**src/rtl/isa_pkg.sv**
```systemverilog
// ----------------------------------------------------------------------------
// isa_pkg
// Shared types and constants for the indexed shift array.
// ----------------------------------------------------------------------------
`default_nettype none

package isa_pkg;

	localparam int DEPTH      = 16;
	localparam int DATA_WIDTH = 32;
	localparam int ADDR_W     = $clog2(DEPTH);
	localparam int IDX_W      = $clog2(DEPTH + 1);
	localparam int KIND_W     = 2;
	localparam int STATUS_W   = 2;

	typedef enum logic [KIND_W-1:0] {
		KIND_INSERT = 2'd0,
		KIND_REMOVE = 2'd1,
		KIND_READ   = 2'd2
	} kind_t;

	typedef enum logic [STATUS_W-1:0] {
		ST_OK    = 2'd0,
		ST_RANGE = 2'd1,
		ST_FULL  = 2'd2
	} status_t;

	// per-cell update controls; at most one is high
	typedef struct packed {
		logic load;
		logic shift_up;
		logic shift_down;
	} cell_ctrl_t;

endpackage

`default_nettype wire

```
**src/rtl/isa_req_if.sv**
```systemverilog
// ----------------------------------------------------------------------------
// isa_req_if
// Operation channel: valid/ready handshake with kind, index and value.
// ----------------------------------------------------------------------------
`default_nettype none

interface isa_req_if;
	logic        valid;
	logic        ready;
	logic [1:0]  kind;
	logic [4:0]  index;
	logic [31:0] value;

	modport source (output valid, output kind, output index, output value, input ready);
	modport sink   (input valid, input kind, input index, input value, output ready);
endinterface

`default_nettype wire

```
**src/rtl/isa_rsp_if.sv**
```systemverilog
// ----------------------------------------------------------------------------
// isa_rsp_if
// Result channel: valid/ready handshake with read data, status and count.
// ----------------------------------------------------------------------------
`default_nettype none

interface isa_rsp_if;
	logic        valid;
	logic        ready;
	logic [31:0] read_value;
	logic [1:0]  status;
	logic [4:0]  count;
	logic        empty_res;

	modport source (output valid, output read_value, output status, output count,
		output empty_res, input ready);
	modport sink   (input valid, input read_value, input status, input count,
		input empty_res, output ready);
endinterface

`default_nettype wire

```
**src/rtl/indexed_shift_array_core.sv**
```systemverilog
// ----------------------------------------------------------------------------
// indexed_shift_array_core
// Ordered list of up to DEPTH entries with insert, remove and read at index.
// ----------------------------------------------------------------------------
//
//   channel | direction | payload
//   --------+-----------+------------------------------------------
//   req     | in        | kind, index, value
//   rsp     | out       | read_value, status, count, empty_res
//
// One transfer on req gives one transfer on rsp; the result is registered.
// A new operation is taken every cycle while rsp keeps up; the row of entry
// cells shifts in parallel, each cell taking its neighbour at the same edge.
// The result register sits between the two sides: req is ready whenever that
// register is empty or being drained by rsp in the same cycle.
// arst_n clears the count and the result valid; entry contents are not reset.
// ----------------------------------------------------------------------------
`default_nettype none

module indexed_shift_array_core (
	input  wire logic clk,
	input  wire logic arst_n,
	isa_req_if.sink   req,
	isa_rsp_if.source rsp
);
	import isa_pkg::*;

	logic [IDX_W-1:0]      count_q;
	logic [DATA_WIDTH-1:0] cell_q [DEPTH];
	cell_ctrl_t            ctrl   [DEPTH];

	logic                  rsp_valid_q;
	logic [DATA_WIDTH-1:0] read_value_q;
	status_t               status_q;
	logic [IDX_W-1:0]      count_out_q;

	logic                  xfer;
	logic                  do_insert;
	logic                  do_remove;
	status_t               status_d;
	logic [DATA_WIDTH-1:0] read_value_d;
	logic [IDX_W-1:0]      count_d;

	// take a new operation when the result register is free or being taken
	assign req.ready = !rsp_valid_q || rsp.ready;
	assign xfer      = req.valid && req.ready;

	// decode the operation against the current count
	always_comb begin
		do_insert    = 1'b0;
		do_remove    = 1'b0;
		status_d     = ST_OK;
		read_value_d = '0;
		count_d      = count_q;
		case (req.kind)
			KIND_INSERT: begin
				// fullness wins over a bad index
				if (count_q == IDX_W'(DEPTH)) begin
					status_d = ST_FULL;
				end else if (req.index > count_q) begin
					status_d = ST_RANGE;
				end else begin
					do_insert = 1'b1;
					count_d   = count_q + 1'b1;
				end
			end
			KIND_REMOVE: begin
				if (req.index >= count_q) begin
					status_d = ST_RANGE;
				end else begin
					do_remove = 1'b1;
					count_d   = count_q - 1'b1;
				end
			end
			KIND_READ: begin
				if (req.index >= count_q) begin
					status_d = ST_RANGE;
				end else begin
					read_value_d = cell_q[req.index[ADDR_W-1:0]];
				end
			end
			default: begin
				// unused kind code: reject as a bad request
				status_d = ST_RANGE;
			end
		endcase
	end

	// row of entry cells; cell i takes cell i-1 on insert, cell i+1 on remove
	for (genvar i = 0; i < DEPTH; i++) begin : g_cell
		logic [DATA_WIDTH-1:0] below;
		logic [DATA_WIDTH-1:0] above;

		if (i == 0) begin : g_first
			assign below = '0;
		end else begin : g_below
			assign below = cell_q[i-1];
		end

		if (i == DEPTH - 1) begin : g_last
			assign above = '0;
		end else begin : g_above
			assign above = cell_q[i+1];
		end

		always_comb begin
			ctrl[i].load       = xfer && do_insert && (req.index == IDX_W'(i));
			ctrl[i].shift_up   = xfer && do_insert && (req.index <  IDX_W'(i));
			ctrl[i].shift_down = xfer && do_remove && (req.index <= IDX_W'(i));
		end

		isa_cell u_cell (
			.clk   (clk),
			.ctrl  (ctrl[i]),
			.below (below),
			.above (above),
			.value (req.value[DATA_WIDTH-1:0]),
			.q     (cell_q[i])
		);
	end

	// count and result valid
	always_ff @(posedge clk or negedge arst_n) begin
		if (!arst_n) begin
			count_q     <= '0;
			rsp_valid_q <= 1'b0;
		end else begin
			if (xfer) begin
				count_q <= count_d;
			end
			if (xfer) begin
				rsp_valid_q <= 1'b1;
			end else if (rsp.ready) begin
				rsp_valid_q <= 1'b0;
			end
		end
	end

	// result payload; hold while stalled
	always_ff @(posedge clk) begin
		if (xfer) begin
			read_value_q <= read_value_d;
			status_q     <= status_d;
			count_out_q  <= count_d;
		end
	end

	assign rsp.valid      = rsp_valid_q;
	assign rsp.read_value = 32'(read_value_q);
	assign rsp.status     = status_q;
	assign rsp.count      = 5'(count_out_q);
	assign rsp.empty_res  = (count_out_q == '0);

`ifndef ASSERT_OFF
	a_count_bound: assert property (@(posedge clk) disable iff (!arst_n)
		count_q <= IDX_W'(DEPTH))
		else $error("entry count above depth");

	a_insert_grows: assert property (@(posedge clk) disable iff (!arst_n)
		xfer && do_insert |=> count_q == $past(count_q) + 1'b1)
		else $error("accepted insert did not grow the count");

	a_remove_shrinks: assert property (@(posedge clk) disable iff (!arst_n)
		xfer && do_remove |=> count_q == $past(count_q) - 1'b1)
		else $error("accepted remove did not shrink the count");

	a_fail_zero: assert property (@(posedge clk) disable iff (!arst_n)
		rsp_valid_q && status_q != ST_OK |-> read_value_q == '0)
		else $error("failed operation returned non-zero data");

	a_result_count: assert property (@(posedge clk) disable iff (!arst_n)
		xfer |=> count_out_q == count_q)
		else $error("reported count differs from stored count");
`endif

endmodule

`default_nettype wire

```
**src/rtl/isa_cell.sv**
```systemverilog
// ----------------------------------------------------------------------------
// isa_cell
// One list entry: load a new value, take the lower or upper neighbour, or hold.
// ----------------------------------------------------------------------------
`default_nettype none

module isa_cell (
	input  wire logic                           clk,
	input  wire isa_pkg::cell_ctrl_t            ctrl,
	input  wire logic [isa_pkg::DATA_WIDTH-1:0] below,
	input  wire logic [isa_pkg::DATA_WIDTH-1:0] above,
	input  wire logic [isa_pkg::DATA_WIDTH-1:0] value,
	output logic      [isa_pkg::DATA_WIDTH-1:0] q
);
	import isa_pkg::*;

	logic [DATA_WIDTH-1:0] data_q;

	always_ff @(posedge clk) begin
		if (ctrl.load) begin
			data_q <= value;
		end else if (ctrl.shift_up) begin
			data_q <= below;
		end else if (ctrl.shift_down) begin
			data_q <= above;
		end
	end

	assign q = data_q;

endmodule

`default_nettype wire

```
**src/flat_wrapper.sv**
```systemverilog
// flat-port wrapper written by rule: the top's interface ports become plain ports
module indexed_shift_array_core_flat import isa_pkg::*;
  (clk, arst_n, req_valid, req_kind, req_index, req_value, req_ready, rsp_valid, rsp_read_value, rsp_status, rsp_count, rsp_empty_res, rsp_ready);
  isa_req_if req_i ();
  isa_rsp_if rsp_i ();
  input  wire logic clk;
  input  wire logic arst_n;
  input wire logic [$bits(req_i.valid)-1:0] req_valid;
  input wire logic [$bits(req_i.kind)-1:0] req_kind;
  input wire logic [$bits(req_i.index)-1:0] req_index;
  input wire logic [$bits(req_i.value)-1:0] req_value;
  output wire logic [$bits(req_i.ready)-1:0] req_ready;
  output wire logic [$bits(rsp_i.valid)-1:0] rsp_valid;
  output wire logic [$bits(rsp_i.read_value)-1:0] rsp_read_value;
  output wire logic [$bits(rsp_i.status)-1:0] rsp_status;
  output wire logic [$bits(rsp_i.count)-1:0] rsp_count;
  output wire logic [$bits(rsp_i.empty_res)-1:0] rsp_empty_res;
  input wire logic [$bits(rsp_i.ready)-1:0] rsp_ready;
  assign req_i.valid = req_valid;
  assign req_i.kind = req_kind;
  assign req_i.index = req_index;
  assign req_i.value = req_value;
  assign req_ready = req_i.ready;
  assign rsp_valid = rsp_i.valid;
  assign rsp_read_value = rsp_i.read_value;
  assign rsp_status = rsp_i.status;
  assign rsp_count = rsp_i.count;
  assign rsp_empty_res = rsp_i.empty_res;
  assign rsp_i.ready = rsp_ready;
  indexed_shift_array_core u_core (.clk(clk), .arst_n(arst_n), .req(req_i), .rsp(rsp_i));
endmodule
```
**config.mk**
```make
export PLATFORM = sky130hd
export DESIGN_NAME = indexed_shift_array_core_flat
export DESIGN_NICKNAME = d
export VERILOG_FILES = /design/src/rtl/isa_pkg.sv /design/src/rtl/isa_req_if.sv /design/src/rtl/isa_rsp_if.sv /design/src/rtl/indexed_shift_array_core.sv /design/src/rtl/isa_cell.sv /design/src/flat_wrapper.sv
export SDC_FILE = /design/constraint.sdc
export NUM_CORES = 1
export LEC_CHECK = 0
export BUFFER_PORTS_ARGS = -buffer_cell sky130_fd_sc_hd__buf_4
export CORE_MARGIN = 3
export CORE_UTILIZATION = 28
export DETAILED_ROUTE_END_ITERATION = 12
export PLACE_DENSITY_LB_ADDON = 0.1
export SYNTH_ARGS = -nofsm -noshare
export SYNTH_HDL_FRONTEND = slang
export SYNTH_HIERARCHICAL = 1
export SYNTH_SLANG_ARGS = --single-unit
export TNS_END_PERCENT = 30
```
**constraint.sdc**
```tcl
create_clock -name clk -period 4.3 [get_ports clk]
set_input_delay 0.215 -clock clk [delete_from_list [all_inputs] [get_ports clk]]
set_output_delay 0.215 -clock clk [all_outputs]
set_load 0.02 [all_outputs]
```
==> impl_metrics.toml <==
[critical_path]
required_ns = 4.59
crit_family = "simple AND/OR/NAND/NOR gates"
cp.arrival_ns = 4.25
cp_num_buf_inv = 3
critical-path-slowest-cell = "a2111oi_2"
rr_worst_depth = 10
critical_path_class = "reg -> reg"
crit_path_start_kind = "register"
crit_fanout = 32
rrSetupSlack_ns = 0.34
cp_cell_sequence = "inv_1 > ha_1 > a21o_1 > o21a_2 > nor2_1 > nand2_1 > a2111oi_2 > buf_4 > or3_2 > buf_12"
cpPeakStageDelay_ns = 0.46
worstReg2RegStart = "u_core/count_q[4]"
reg2reg_to = "u_core/g_cell[7].u_cell/q[14]"
worstSetupEndpointType = "register"

[clocking]
cts_buffer_depth = 3
htreeDepth = 3
cts.sinks = 557
worstSkewPairLatency_ns = 0.63
cts_tree = "done"
cts_root_buffer = "clkbuf_16"
cts_made_buffers = 72
cts.clk_slew.worst_paths_ns = 0.06
ctsResizeCount = 0

[run]
maxCapViolCount = 0

[finish]
areaGrowthSynthToFinish_pct = 13.6
fin_area_mm2 = 0.0376
fillers = 11500
layout-drive-gt1-share_pct = 17.3
final_util_pct = 32.2
final_nets = 2847

[hold_path]
holdPathEnd = "u_core/g_cell[1].u_cell/q[21]"
hold_class = "in -> reg"
hold_start = "req_value[21]"
hold_path_depth = 3

[synth]
syn_avg_cell_area_um2 = 12.3
syn_inst = 2697
syn-cell-area_mm2 = 0.0331
yosysTopAreaCellShare_pct = 49.9
synth_area_leader_cell = "edfxtp_1"
yosys_register_bits = 557
ys_seq_area_share_pct = 50.4
synthTopCellsByArea = "edfxtp_1, mux2i_1, mux4_2"
yosysWarnings = 6
synth.distinct_cells = 55

[timing]
rsz0062_at_grt = "no"
fin_skew_ns = 0.0173
relSlewSlack_pct = 31.8
finalSetupViolations = 0
fmax_ghz = 0.252
setup_ws_ns = 0.337
finalHoldViolations = 0
period_minus_slack_ns = 3.96
max_slew.worst_pin.slew_ns = 1.02
fin_crit_sh_pct = 92.2
finalMaxSlewViolations = 0
tns_ns = 0

[placement]
dp_slack_ns = 0.396
dpl-instance-area_mm2 = 0.0352
place_hpwl_mm = 72.4
io_buffers = 84
gp_congestion = 0.791

[drt]
vias = 23300
drt_iter0_drc = 2643
finalWirelength_mm = 125
route.detailed.drc = 0
viasPerCell = 5.32
firstDrtPassIters = 5
routedWlPerCell_um = 28.5
drtAntennaViolNets = 0

[floorplan]
initial_utilization_pct = 28.4
coreArea_mm2 = 0.117
fp.dieH_um = 350
die_area_mm2 = 0.123
fp.dieW_um = 350
io_pins = 85
placementRows = 125

[pwr]
p_leak_nw = 11.1
peakVddDrop_mv = 0.228
powerDensity_mw_per_mm2 = 377

[global_route]
grt_pass1_vias = 22900
grt_pass1_wl_mm = 176
grt_overflow_total = 0
grt_max_degree = 110
antenna_found_initial = 5
track_usage_pct = 20.1

[outcome]
status = "finished, final reports clean"
[placed cells by master (no fill, tap or decap), types with 5 or more instances in the layout]
cell type and instances:
conb_1 65, o21ai_1 481, nor2_1 13, clkinv_2 12, buf_12 22, mux4_2 160, o21ai_0 37, nand2b_1 5
clkbuf_16 76, nor2_4 18, edfxtp_1 551, clkbuf_1 17, or3_2 16, ha_1 10, and3_1 35, mux2i_1 513
buf_4 151, inv_1 11, nor3_1 6, dfrtp_1 6, nand2_1 530, clkinv_1 18, dlygate4sd3_1 16, a21oi_1 8
[cells by family (layout without fill, tap and decap cells)]
| logic type | count (synthesis) | in the layout | share of synthesized area, % |
|---|---|---|---|
| adders and majority gates | 11 | 11 | 0.415 |
| buffers and inverters | 247 | 336 | 5.99 |
| other | 1 | 67 | 0.0113 |
| xor gates and xnor gates | 3 | 3 | 0.0793 |
| muxes | 675 | 675 | 26.4 |
| and+or+nand+nor | 645 | 645 | 7.96 |
| DFF | 557 | 557 | 50.4 |
| AOI/OAI and AO/OA | 558 | 558 | 8.71 |
[cells in the mapped netlist, drive strengths merged]
master / n
o21a: 3
nor3: 9
a32o: 1
nand2b: 5
a2bb2oi: 1
or3b: 1
a221oi: 2
mux2: 2
and2: 2
a21oi: 13
clkbuf: 44
a32oi: 1
a221o: 2
xnor2: 3
nand2: 530
o31ai: 2
mux4: 160
nor3b: 2
or4: 2
inv: 14
o22ai: 1
edfxtp: 551
nand3: 4
o211ai: 1
conb: 1
mux2i: 513
a31oi: 3
dfrtp: 6
a22oi: 1
o21ai: 518
nand4: 2
ha: 11
or2: 4
o2bb2ai: 1
or3: 17
a211oi: 1
o21bai: 1
a311oi: 2
nor2b: 1
o311ai: 1
a21o: 1
nor2: 31
and3: 35
buf: 189
a2111oi: 2
[through the flow]
step                      cells  power [W]  hold WS [ns]
after floorplan            2761    0.00755       -0.0806
after global placement     4227    0.00829        0.0459
after detailed placement   4227    0.00832        0.0458
after CTS                  4374     0.0144      0.000321
after global routing       4374     0.0147        0.0422
final                      4376     0.0142        0.0423
[layer usage]
layer  GRT usage [%]  up-vias  share of wire (%)
li1                -    10300                  -
met1            28.2    11900                 45
met2            32.8      896                 47
met3            3.00      119                5.9
met4            4.27        0                1.9
met5               0        -                  0
[what timing repair did]
item | in CTS | in global routing
hold buffers | 16 | 0
setup buffers | 0 | 0
hold endpoints to repair | 88 | 0
[final cells by class]
cell class	instances	area, um2	area share [%]
Antenna cell	2	5.00	0.0133
Clock buffer	93	1970	5.22
Clock inverter	38	288	0.765
Inverter	14	52.6	0.140
Multi-Input combinational cell	1957	15000	39.7
Sequential cell	557	16700	44.4
Tap cell	1524	1910	5.07
Timing Repair Buffer	191	1760	4.68
[worst reg2reg max path, cell delays in order (launching register included)]
cell	delay, ns
dfrtp_1	0.45
inv_1	0.16
ha_1	0.36
a21o_1	0.25
o21a_2	0.24
nor2_1	0.42
nand2_1	0.35
a2111oi_2	0.46
buf_4	0.37
or3_2	0.21
buf_12	0.30
[worst max path at each step]
stage                                  from                            end  slack (ns)  cells past startpoint
final                     u_core/count_q[4]  u_core/g_cell[7].u_cell/q[14]        0.34                     10
after CTS                 u_core/count_q[4]  u_core/g_cell[7].u_cell/q[23]        0.37                     10
after floorplan                req_index[0]  u_core/g_cell[11].u_cell/q[0]        0.32                     13
after global placement    u_core/count_q[4]  u_core/g_cell[7].u_cell/q[18]        0.42                     10
after detailed placement  u_core/count_q[4]  u_core/g_cell[7].u_cell/q[14]        0.40                     10
after global routing      u_core/count_q[4]  u_core/g_cell[7].u_cell/q[14]        0.09                     11
[power breakdown]
group	total (W)	switching (W)	internal (W)	leakage, nW
clock network	0.00597	0.00251	0.00346	1.10
logic	0.00180	0.00113	0.000671	4.92
registers	0.00641	0.000170	0.00624	5.10
[state kept, by name, indices dropped and copies added, names as in the netlist]
| signal | cells |
|---|---|
| u_core/g_cell.u_cell/q | 512 |
| u_core/rsp.valid | 1 |
| u_core/rsp.read_value | 32 |
| u_core/rsp.status | 2 |
| u_core/count_q | 5 |
| u_core/rsp.count | 5 |
Power figures use the tool's default switching activity.
